## config.mk

```make
export PLATFORM = sky130hd
export DESIGN_NAME = mos_ctrl
export DESIGN_NICKNAME = d
export VERILOG_FILES = /design/src/sv/mos_pkg.sv /design/src/sv/mos_ctrl.sv
export SDC_FILE = /design/constraint.sdc
export NUM_CORES = 1
export LEC_CHECK = 0
export ABC_AREA = 1
export BUFFER_PORTS_ARGS = -buffer_cell sky130_fd_sc_hd__clkbuf_2
export CORE_AREA = 2 2 39 41
export CTS_CLUSTER_DIAMETER = 100
export CTS_CLUSTER_SIZE = 14
export DETAILED_ROUTE_END_ITERATION = 10
export DIE_AREA = 0 0 41 43
export GPL_TIMING_DRIVEN = 0
export SYNTH_ARGS = -nofsm -noshare
export SYNTH_HDL_FRONTEND = slang
export SYNTH_SLANG_ARGS = --single-unit
```

## constraint.sdc

```tcl
create_clock -name clk -period 1.35 [get_ports clk]
set_clock_uncertainty 0.15 [all_clocks]
set_input_delay 0.27 -clock clk [delete_from_list [all_inputs] [get_ports clk]]
set_output_delay 0.27 -clock clk [all_outputs]
set_load 0.02 [all_outputs]
```

## src/sv/mos_pkg.sv

```systemverilog
`timescale 1ns / 1ps
// ----------------------------------------------------------------------------
// mos_pkg - shared types and constants for the move ordering scorer
// Table geometry, score constants, piece values, command codes, controller
// states and the command/status bundles between controller and datapath.
// ----------------------------------------------------------------------------
package mos_pkg;

    // Table geometry
    localparam int PLY_LEVELS   = 64;
    localparam int SQUARE_COUNT = 64;
    localparam int PIECE_CODES  = 14;

    localparam int HIST_DEPTH = SQUARE_COUNT * PIECE_CODES;
    localparam int HIST_AW    = $clog2(HIST_DEPTH);
    localparam int HIST_W     = 20;
    localparam int KILL_AW    = (PLY_LEVELS > 2) ? $clog2(PLY_LEVELS) : 1;
    localparam int MOVE_W     = 32;
    localparam int SCORE_W    = 22;
    localparam int SLOT_W     = HIST_AW;
    localparam int PLY_EXT_W  = 9;

    // Scores and limits
    localparam logic [SCORE_W-1:0] SCORE_HASH    = 22'd3000000;
    localparam logic [SCORE_W-1:0] SCORE_CAPTURE = 22'd2000000;
    localparam logic [SCORE_W-1:0] SCORE_KILLER  = 22'd1000000;
    localparam logic [HIST_W-1:0]  HIST_LIMIT    = 20'd1000000;

    typedef enum logic [1:0] {
        MODE_SCORE  = 2'd0,
        MODE_UPDATE = 2'd1,
        MODE_KILLER = 2'd2,
        MODE_CLEAR  = 2'd3
    } mode_t;

    typedef enum logic [2:0] {
        ST_IDLE,
        ST_SCORE,
        ST_UPDATE,
        ST_HALVE,
        ST_HALVE_TAIL,
        ST_CLEAR
    } state_t;

    typedef struct packed {
        logic accept;     // item transfer: latch fields, issue table reads
        logic kill_wr;    // store killer for the item's ply
        logic tbl_clr;    // drop killer valid bits and the peak
        logic score_fire; // register the score and pulse done
        logic upd_write;  // write back the updated history entry
        logic halve_rd;   // sweep: read entry for halving
        logic clear_wr;   // sweep: write zero
    } ctrl_cmd_t;

    typedef struct packed {
        logic over_limit; // updated entry exceeds the history limit
        logic sweep_last; // sweep counter at the last entry
    } dp_status_t;

    function automatic logic [14:0] piece_value(input logic [3:0] code);
        logic [14:0] v;
        unique case (code) inside
            4'd2, 4'd3:               v = 15'd100;
            4'd4, 4'd5, 4'd6, 4'd7:   v = 15'd400;
            4'd8, 4'd9:               v = 15'd600;
            4'd10, 4'd11:             v = 15'd1200;
            4'd12, 4'd13:             v = 15'd20000;
            default:                  v = 15'd0;
        endcase
        return v;
    endfunction

endpackage

```

## src/sv/mos_ctrl.sv

```systemverilog
`timescale 1ns / 1ps
// ----------------------------------------------------------------------------
// mos_ctrl - sequencing for the move ordering scorer
// Decodes the command of each transfer and steps through table read,
// write-back, halving sweep and clearing sweep.
// ----------------------------------------------------------------------------
module mos_ctrl
    import mos_pkg::*;
(
    input  logic       clk,
    input  logic       rst_n,
    input  logic       start,
    input  logic [1:0] mode,
    input  dp_status_t sts,
    output logic       busy,
    output ctrl_cmd_t  cmd
);

    state_t state_reg;
    state_t state_next;
    mode_t  mode_in;
    logic   accept;

    assign mode_in = mode_t'(mode);
    assign accept  = start && (state_reg == ST_IDLE);

    always_ff @(posedge clk or negedge rst_n)
    begin
        if (!rst_n)
        begin
            state_reg <= ST_CLEAR; // clearing pass after reset
        end
        else
        begin
            state_reg <= state_next;
        end
    end

    always_comb
    begin
        state_next = state_reg;
        unique case (state_reg)
            ST_IDLE:
            begin
                if (accept)
                begin
                    unique case (mode_in)
                        MODE_SCORE:  state_next = ST_SCORE;
                        MODE_UPDATE: state_next = ST_UPDATE;
                        MODE_KILLER: state_next = ST_IDLE;
                        MODE_CLEAR:  state_next = ST_CLEAR;
                        default:     state_next = ST_IDLE;
                    endcase
                end
            end
            ST_SCORE:      state_next = ST_IDLE;
            ST_UPDATE:     state_next = sts.over_limit ? ST_HALVE : ST_IDLE;
            ST_HALVE:      state_next = sts.sweep_last ? ST_HALVE_TAIL : ST_HALVE;
            ST_HALVE_TAIL: state_next = ST_IDLE;
            ST_CLEAR:      state_next = sts.sweep_last ? ST_IDLE : ST_CLEAR;
            default:       state_next = ST_IDLE;
        endcase
    end

    always_comb
    begin
        busy           = (state_reg != ST_IDLE);
        cmd            = '0;
        cmd.accept     = accept;
        cmd.kill_wr    = accept && (mode_in == MODE_KILLER);
        cmd.tbl_clr    = accept && (mode_in == MODE_CLEAR);
        cmd.score_fire = (state_reg == ST_SCORE);
        cmd.upd_write  = (state_reg == ST_UPDATE);
        cmd.halve_rd   = (state_reg == ST_HALVE);
        cmd.clear_wr   = (state_reg == ST_CLEAR);
    end

    // A halving sweep runs to its last entry once started
    assert property (@(posedge clk) disable iff (!rst_n)
        (state_reg == ST_HALVE && !sts.sweep_last) |=> (state_reg == ST_HALVE))
        else $error("halving sweep left early");

endmodule

```

# == Word level (Yosys, flattened, before mapping) ==
# Index checks and enable logic that the tools add are counted.
# totals
register_bits,3
out_inout_bits,8
in_bits,7
elab_cells,21
# op_classes
eq_ne,8
n_mux,6
n_reduce_logical,6
# op_table
op,count
3-bit case mux with 4 select lines,2
3-bit 2-to-1 mux,3
"3-bit by 2-bit equality test with 1-bit output, second input constant",2
"2-bit equality test, second input constant",2
"3-bit by 1-bit equality test with 1-bit output, second input constant",1
"3-bit equality test, second input constant",1
1-bit logical AND,3
3-bit logical NOT,1
3-bit nonzero test,1
"2-bit by 1-bit equality test with 1-bit output, second input constant",1
2-bit logical NOT,1
2-bit 2-to-1 mux,1
"2-bit != test, second input constant",1

# == Logic depth before layout (Yosys ltp) ==
# Gate-level depths: netlist of run 1.
# depth
word_depth,4
mapped_depth,6
mapped_depth_nobuf,6

# == Least setup slack after synthesis of run 1 ==
# No wires, ideal clock.
# synth_timing
path_type,reg-to-output
startpoint,register state_reg[2]
endpoint,output cmd[4] (netlist bit)
setup_slack_ns,-0.128
n_path_buf,0
t_required_ns,0.930
path_stages_with_launch,4
t_arrival_ns,1.058
cell_sequence,dfstp_2 > nor2_2 > nand2_4 > nor3b_2
# synth_lines
element,line_no,text
from (decl),mos_ctrl.sv:19,state_t state_reg;
from (signal assigned),mos_ctrl.sv:35,state_reg <= state_next;
to (decl),mos_ctrl.sv:16,output ctrl_cmd_t cmd

==> summary.md, run 1 <==
| Metric | Value |
|---|---|
| Status | `finished, violations left` |
| Violated checks | `negative setup slack` |
| Post-synthesis mux area share | `0%` |
| DR vias | `between 300 and 400` |
| First-pass GRT wire length | `1.304 mm` |
| DP HPWL | `572 um` |
| Setup CP Type | `reg -> out` |
| Worst setup path startpoint | `state_reg[0]$_DFFE_PN1P_` |
| Worst VDD drop | `0.5575 mV` |
| Root Buffer | `clkbuf_4` |
| Main combinational cell family by area after synthesis | `simple AND/OR/NAND/NOR gates` |
| Die W | `41 um` |
| Static leakage | `between 0.3 and 0.4 nW` |
| Layout Area Growth over Synthesis | `85.82%` |
| RSZ-0062 raised after global routing | `yes` |
| DR vias/cell | `approximately 4.2` |
| Worst-margin pin slew | `around 0.2 ns` |
| Setup ws final | `-0.2987 ns` |
| Highest clock rate | `between 600 and 700 MHz` |
| Max reg flops | `3` |
| Routability cong. | `0.7474` |
| CP Capture Type | `primary output` |
| Critical path peak fanout | `5` |
| Relative slew slack | `between 80% and 90%` |
| Most frequent cells in the layout | `inv_1, nand2_1, buf_4` |
| Worst EP required | `between 0.9 and 1 ns` |
| Die height | `43 um` |
| Final max-slew violation count | `0` |
| Seq/Total Area, Yosys | `a little under a quarter` |
| Post-Syn Area | `around 340 um^2` |
| I/O pin cnt | `15` |
| Hold_ws | `0.1963 ns` |
| # rows | `14` |
| # fillers | `about 140` |
| Core area | `0.001384 mm^2` |
| Cell accounting for the most synthesized area | `dfstp_2` |
| Core Util, Final | `45.03%` |
| H-tree levels | `1` |
| CTS Sinks | `3` |
| Share of the synthesized area in the top cell type | `15.67%` |
| HP Class | `in -> reg` |
| N_diodes | `0` |
| Cells after Synth | `45` |
| Max incr delay on CP | `0.39 ns` |
| Syn_nets | `56` |
| Finished Cell Area | `just over 600 um^2` |
| Largest net degree at the start of global routing | `6` |
| Clk slew on worst S/H paths | `about 0.04 ns` |
| Fin. Hold Viols | `0` |
| Reg2reg start | `state_reg[0]$_DFFE_PN1P_` |
| Number of distinct library cells after synthesis | `15` |
| All-Layer GR Usage | `10.56%` |
| Post-DP Area | `roughly 440 um^2` |
| Number of global-route vias before repair | `between 300 and 400` |
| Maximum clock insertion buffer count | `2` |
| 1st-pass router iterations | `4` |
| Final WL | `~780 um` |
| Final Cycle Share | `122.1%` |
| Final ANT Viol Nets | `0` |
| Slowest-stage cell, CP | `dfstp_2` |
| Layout cells sized above 1 | `between 50% and 60%` |
| Initial Util | `about 24%` |
| Simple-Gate Fraction of Synth Area | `about 46%` |
| PortBufs | `14` |
| Worst hold start | `start` |
| Synthesized flop and latch total | `3` |
| Tot Pwr | `1.211 mW` |
| Initial antenna violation count | `0` |
| Startpoint types | `flop` |
| # DRC | `0` |
| Arrival time at the worst endpoint | `around 1.2 ns` |
| Crit path cell chain | `nor2_4 > nand2_8 > nor3b_4 > clkbuf_8` |
| Area contributors post-synth | `dfstp_2, ha_1, inv_1, nand2_1, nor2_1` |
| Adder-cell area share of the yosys netlist | `about 15%` |
| Die ar. | `0.001763 mm^2` |
| CTS tree | `yes` |
| Post-Synth XOR/XNOR Area | `0%` |
| Fin crit period | `~1.6 ns` |
| Final #Nets | `84` |
| Initial DRC count | `8` |
| Num CTS Buffers | `3` |
| Wirelength per Cell | `8.875 um` |
| Yosys Warn Count | `0` |
| Cell area power density | `about 1900 mW/mm^2` |
| Clk_lat worst skew | `about 0.23 ns` |
| GRT overflow | `0` |
| Synthesized area per cell | `approximately 7.5 um^2` |
| Synth Area in Compound Gates | `0%` |
| Final setup violation count | `10` |
| Setup WS pre-CTS | `-0.1720 ns` |
| Maximum Capacitance Violations | `0` |
==> stage by stage <==
stage | TNS (ns) | instances
floorplan | -0.2362 | 45
global placement | -0.4723 | 75
detailed placement | -0.5094 | 75
CTS | -2.234 | 88
global route | -2.660 | 88
finish | -2.089 | 88
==> power by group <==
| group | leakage [nW] | internal, mW | total, mW | switching (mW) |
|---|---|---|---|---|
| logic | 0.296 | 0.472 | 0.883 | 0.411 |
| clock network | 0.0150 | 0.111 | 0.155 | 0.0442 |
| registers | 0.0342 | 0.137 | 0.174 | 0.0364 |
| total | 0.345 | 0.720 | 1.21 | 0.491 |
==> cell families (layout without fill, tap and decap cells) <==
family	after synthesis	after routing
adder cells (fa/ha/maj)	4	4
buffers and inverters	10	37
flip-flops	3	3
AND/OR/NAND/NOR	28	28
==> metal layers <==
| layer | global-route usage (%) | share of wire [%] | vias to the layer above |
|---|---|---|---|
| met5 | 0 | 0 | - |
| met4 | 4.000 | 0 | 0 |
| met3 | 1.571 | 4.0 | 0 |
| met2 | 16.88 | 56 | 11 |
| met1 | 13.59 | 40 | 168 |
| li1 | - | - | 189 |
==> Yosys cell counts <==
| master | count |
|---|---|
| nand3_1 | 5 |
| nor3b_2 | 2 |
| buf_4 | 1 |
| nor2_2 | 2 |
| nand2_1 | 8 |
| nor2_1 | 7 |
| dfrtp_1 | 1 |
| nand4_1 | 1 |
| nor3_1 | 1 |
| nor2_4 | 1 |
| nand2_4 | 1 |
| inv_1 | 8 |
| ha_1 | 4 |
| dfstp_2 | 2 |
| bufinv_8 | 1 |
==> final timing paths <==
check                                      endpoint  slack [ns]  cells after the start
max                                          cmd[4]       -0.30                      4
min                        state_reg[2]$_DFFE_PN1P_        0.20                      3
max reg2reg                state_reg[1]$_DFFE_PN0P_       -0.08                      8
min reg2reg                state_reg[2]$_DFFE_PN1P_        0.54                      4
max in group asynchronous  state_reg[2]$_DFFE_PN1P_        0.62                      2
min in group asynchronous  state_reg[1]$_DFFE_PN0P_        0.23                      2
==> critical path: cells and delay by family (launching register included) <==
kind / cells / cell delay (ns)
DFF: 1 / 0.39
buffers and inverters: 1 / 0.17
and+or+nand+nor: 3 / 0.44
==> cell type report <==
class                   instances  area (um^2)  share of cell area [%]
inverters                       9        47.55                   7.631
flip-flops and latches          3        77.57                   12.45
repair buffers                 24        217.7                   34.94
multi-input cells              32        234.0                   37.55
well taps                      16        20.02                   3.213
clock buffers                   4        26.28                   4.217
==> timing repair <==
item	4_1_cts	5_1_grt
resized for setup	19	3
buffers inserted	9	0
pin swaps	6	1
hold endpoints to repair	3	0
hold buffers	1	0
endpoints found under the setup margin	8	11
No activity file was read; power rests on OpenSTA's default activity.
==> run 2: changes to the inputs <==
--- a/config.mk
+++ b/config.mk
@@ -13,6 +13,7 @@
 export DETAILED_ROUTE_END_ITERATION = 10
 export DIE_AREA = 0 0 41 43
 export GPL_TIMING_DRIVEN = 0
+export RECOVER_POWER = 100
 export SYNTH_ARGS = -nofsm -noshare
 export SYNTH_HDL_FRONTEND = slang
 export SYNTH_SLANG_ARGS = --single-unit
==> summary.md, run 2 (synthesis gave the netlist of run 1 again) <==
| Metric | Value |
|---|---|
| Static leakage | `0.3424 nW` |
| Die W | `41 um` |
| Final setup violation count | `10` |
| Most frequent cells in the layout | `inv_1, nand2_1, buf_4` |
| I/O pin cnt | `15` |
| Final max-slew violation count | `0` |
| Startpoint types | `flop` |
| Tot Pwr | `1.212 mW` |
| Final ANT Viol Nets | `0` |
| Violated checks | `negative setup slack` |
| All-Layer GR Usage | `10.56%` |
| Critical R2R Capture | `state_reg[1]$_DFFE_PN0P_` |
| Critical path peak fanout | `5` |
| Final #Nets | `84` |
| Arrival time at the worst endpoint | `1.23 ns` |
| Fin. Hold Viols | `0` |
| Reg2reg setup slack | `-0.08 ns` |
| Worst hold endpoint | `state_reg[2]$_DFFE_PN1P_` |
| RSZ-0062 raised after global routing | `yes` |
| H-tree levels | `1` |
| Clk_lat worst skew | `~0.23 ns` |
| Slowest-stage cell, CP | `dfstp_2` |
| Reg2reg start | `state_reg[0]$_DFFE_PN1P_` |
| Clk slew on worst S/H paths | `~0.040 ns` |
| Setup ws final | `-0.3005 ns` |
| Layout cells sized above 1 | `between 40% and 50%` |
| Die ar. | `about 0.0018 mm^2` |
| Initial antenna violation count | `0` |
| Layout Area Growth over Synthesis | `85.45%` |
| DR vias/cell | `a little over 4` |
| Cell area power density | `approximately 1900 mW/mm^2` |
| Wirelength per Cell | `around 9 um` |
| Worst EP required | `0.93 ns` |
| Hold Crit Depth | `3` |
| Maximum clock insertion buffer count | `2` |
| First-pass GRT wire length | `between 1 and 1.5 mm` |
| Largest net degree at the start of global routing | `6` |
| Core area | `~0.0014 mm^2` |
| CP Capture Type | `primary output` |
| 1st-pass router iterations | `4` |
| Critical path's top delay family | `simple AND/OR/NAND/NOR gates` |
| Max incr delay on CP | `0.39 ns` |
| Setup CP Type | `reg -> out` |
| Fin crit period | `1.650 ns` |
| PortBufs | `14` |
| Relative slew slack | `between 80% and 90%` |
| # fillers | `137` |
| Crit path cell chain | `nor2_4 > nand2_8 > nor3b_4 > clkbuf_8` |
| CP Buf/Inv Count | `1` |
| Final WL | `roughly 800 um` |
| Final Cycle Share | `122.3%` |
| Highest clock rate | `between 600 and 700 MHz` |
| Initial DRC count | `9` |
| Status | `finished, violations left` |
| Worst-margin pin slew | `slightly below 0.2 ns` |
| # rows | `14` |
| Root Buffer | `clkbuf_4` |
| Crit path depth | `4` |
| Initial Util | `24.23%` |
| DP HPWL | `between 500 and 600 um` |
| Die height | `43 um` |
| Worst hold start | `start` |
| Maximum Capacitance Violations | `0` |
| HP Class | `in -> reg` |
| Max reg flops | `3` |
| GRT overflow | `0` |
| # DRC | `0` |
| N_diodes | `0` |
| Num CTS Buffers | `3` |
| Reg2reg path depth | `8` |
| CTS tree | `yes` |
| DR vias | `between 300 and 400` |
| Routability cong. | `around 0.75` |
| Worst VDD drop | `roughly 0.56 mV` |
| Setup WS pre-CTS | `-0.1720 ns` |
| CTS Sinks | `3` |
| Number of global-route vias before repair | `approximately 340` |
[run 2: final cells by class]
type	instances	area, um^2	share of cell area [%]
clock buffer	4	26.28	4.225
multi-input combinational	32	234.0	37.63
timing repair buffer	24	216.5	34.81
inverter	9	47.55	7.646
sequential	3	77.57	12.47
tap	16	20.02	3.219
[run 2: metrics by stage]
step / std cells / TNS [ns] / instance area, um^2 / util (%) / hold slack [ns]
finish: 88 / -2.099 / 621.8 / 44.94 / 0.1930
global route: 88 / -2.660 / 621.8 / 44.94 / 0.2116
CTS: 88 / -2.234 / 621.8 / 44.94 / 0.1956
global placement: 75 / -0.4723 / 442.9 / 32.01 / -0.08436
detailed placement: 75 / -0.5094 / 442.9 / 32.01 / -0.08226
floorplan: 45 / -0.2362 / 352.8 / - / -0.1756
[run 2: per-layer routing]
| layer | vias to the layer above | track usage [%] | wire length, um |
|---|---|---|---|
| li1 | 189 | - | - |
| met1 | 166 | 13.59 | 317 |
| met2 | 11 | 16.88 | 437 |
| met3 | 0 | 1.571 | 31 |
| met4 | 0 | 4.000 | 0 |
| met5 | - | 0 | 0 |
[run 2: timing repair]
item | 4_1_cts | 5_1_grt
buffers inserted | 9 | 0
pin swaps | 6 | 1
hold buffers | 1 | 0
gates resized for setup | 19 | 3
hold endpoints to repair | 3 | 0
endpoints found under the setup margin | 8 | 11
[run 2: how the worst max path moves through the flow]
stage                                        start     end  slack (ns)
after global placement    state_reg[2]$_DFFE_PN1P_  cmd[6]       -0.16
final                     state_reg[0]$_DFFE_PN1P_  cmd[4]       -0.30
after CTS                 state_reg[0]$_DFFE_PN1P_  cmd[5]       -0.30
after detailed placement  state_reg[2]$_DFFE_PN1P_  cmd[6]       -0.17
after floorplan           state_reg[1]$_DFFE_PN0P_  cmd[2]       -0.06
after global routing      state_reg[1]$_DFFE_PN0P_  cmd[4]       -0.35
[run 2: report_power, final]
group          internal (mW)  leakage [nW]  switching, mW
sequential             0.137        0.0342         0.0365
combinational          0.472         0.293          0.410
clock                  0.111        0.0150         0.0454
[run 2: tightest hold or removal path, stage by stage]
cell      delay (ns)
clkbuf_2        0.11
nor2_4          0.13
nor2_1          0.06
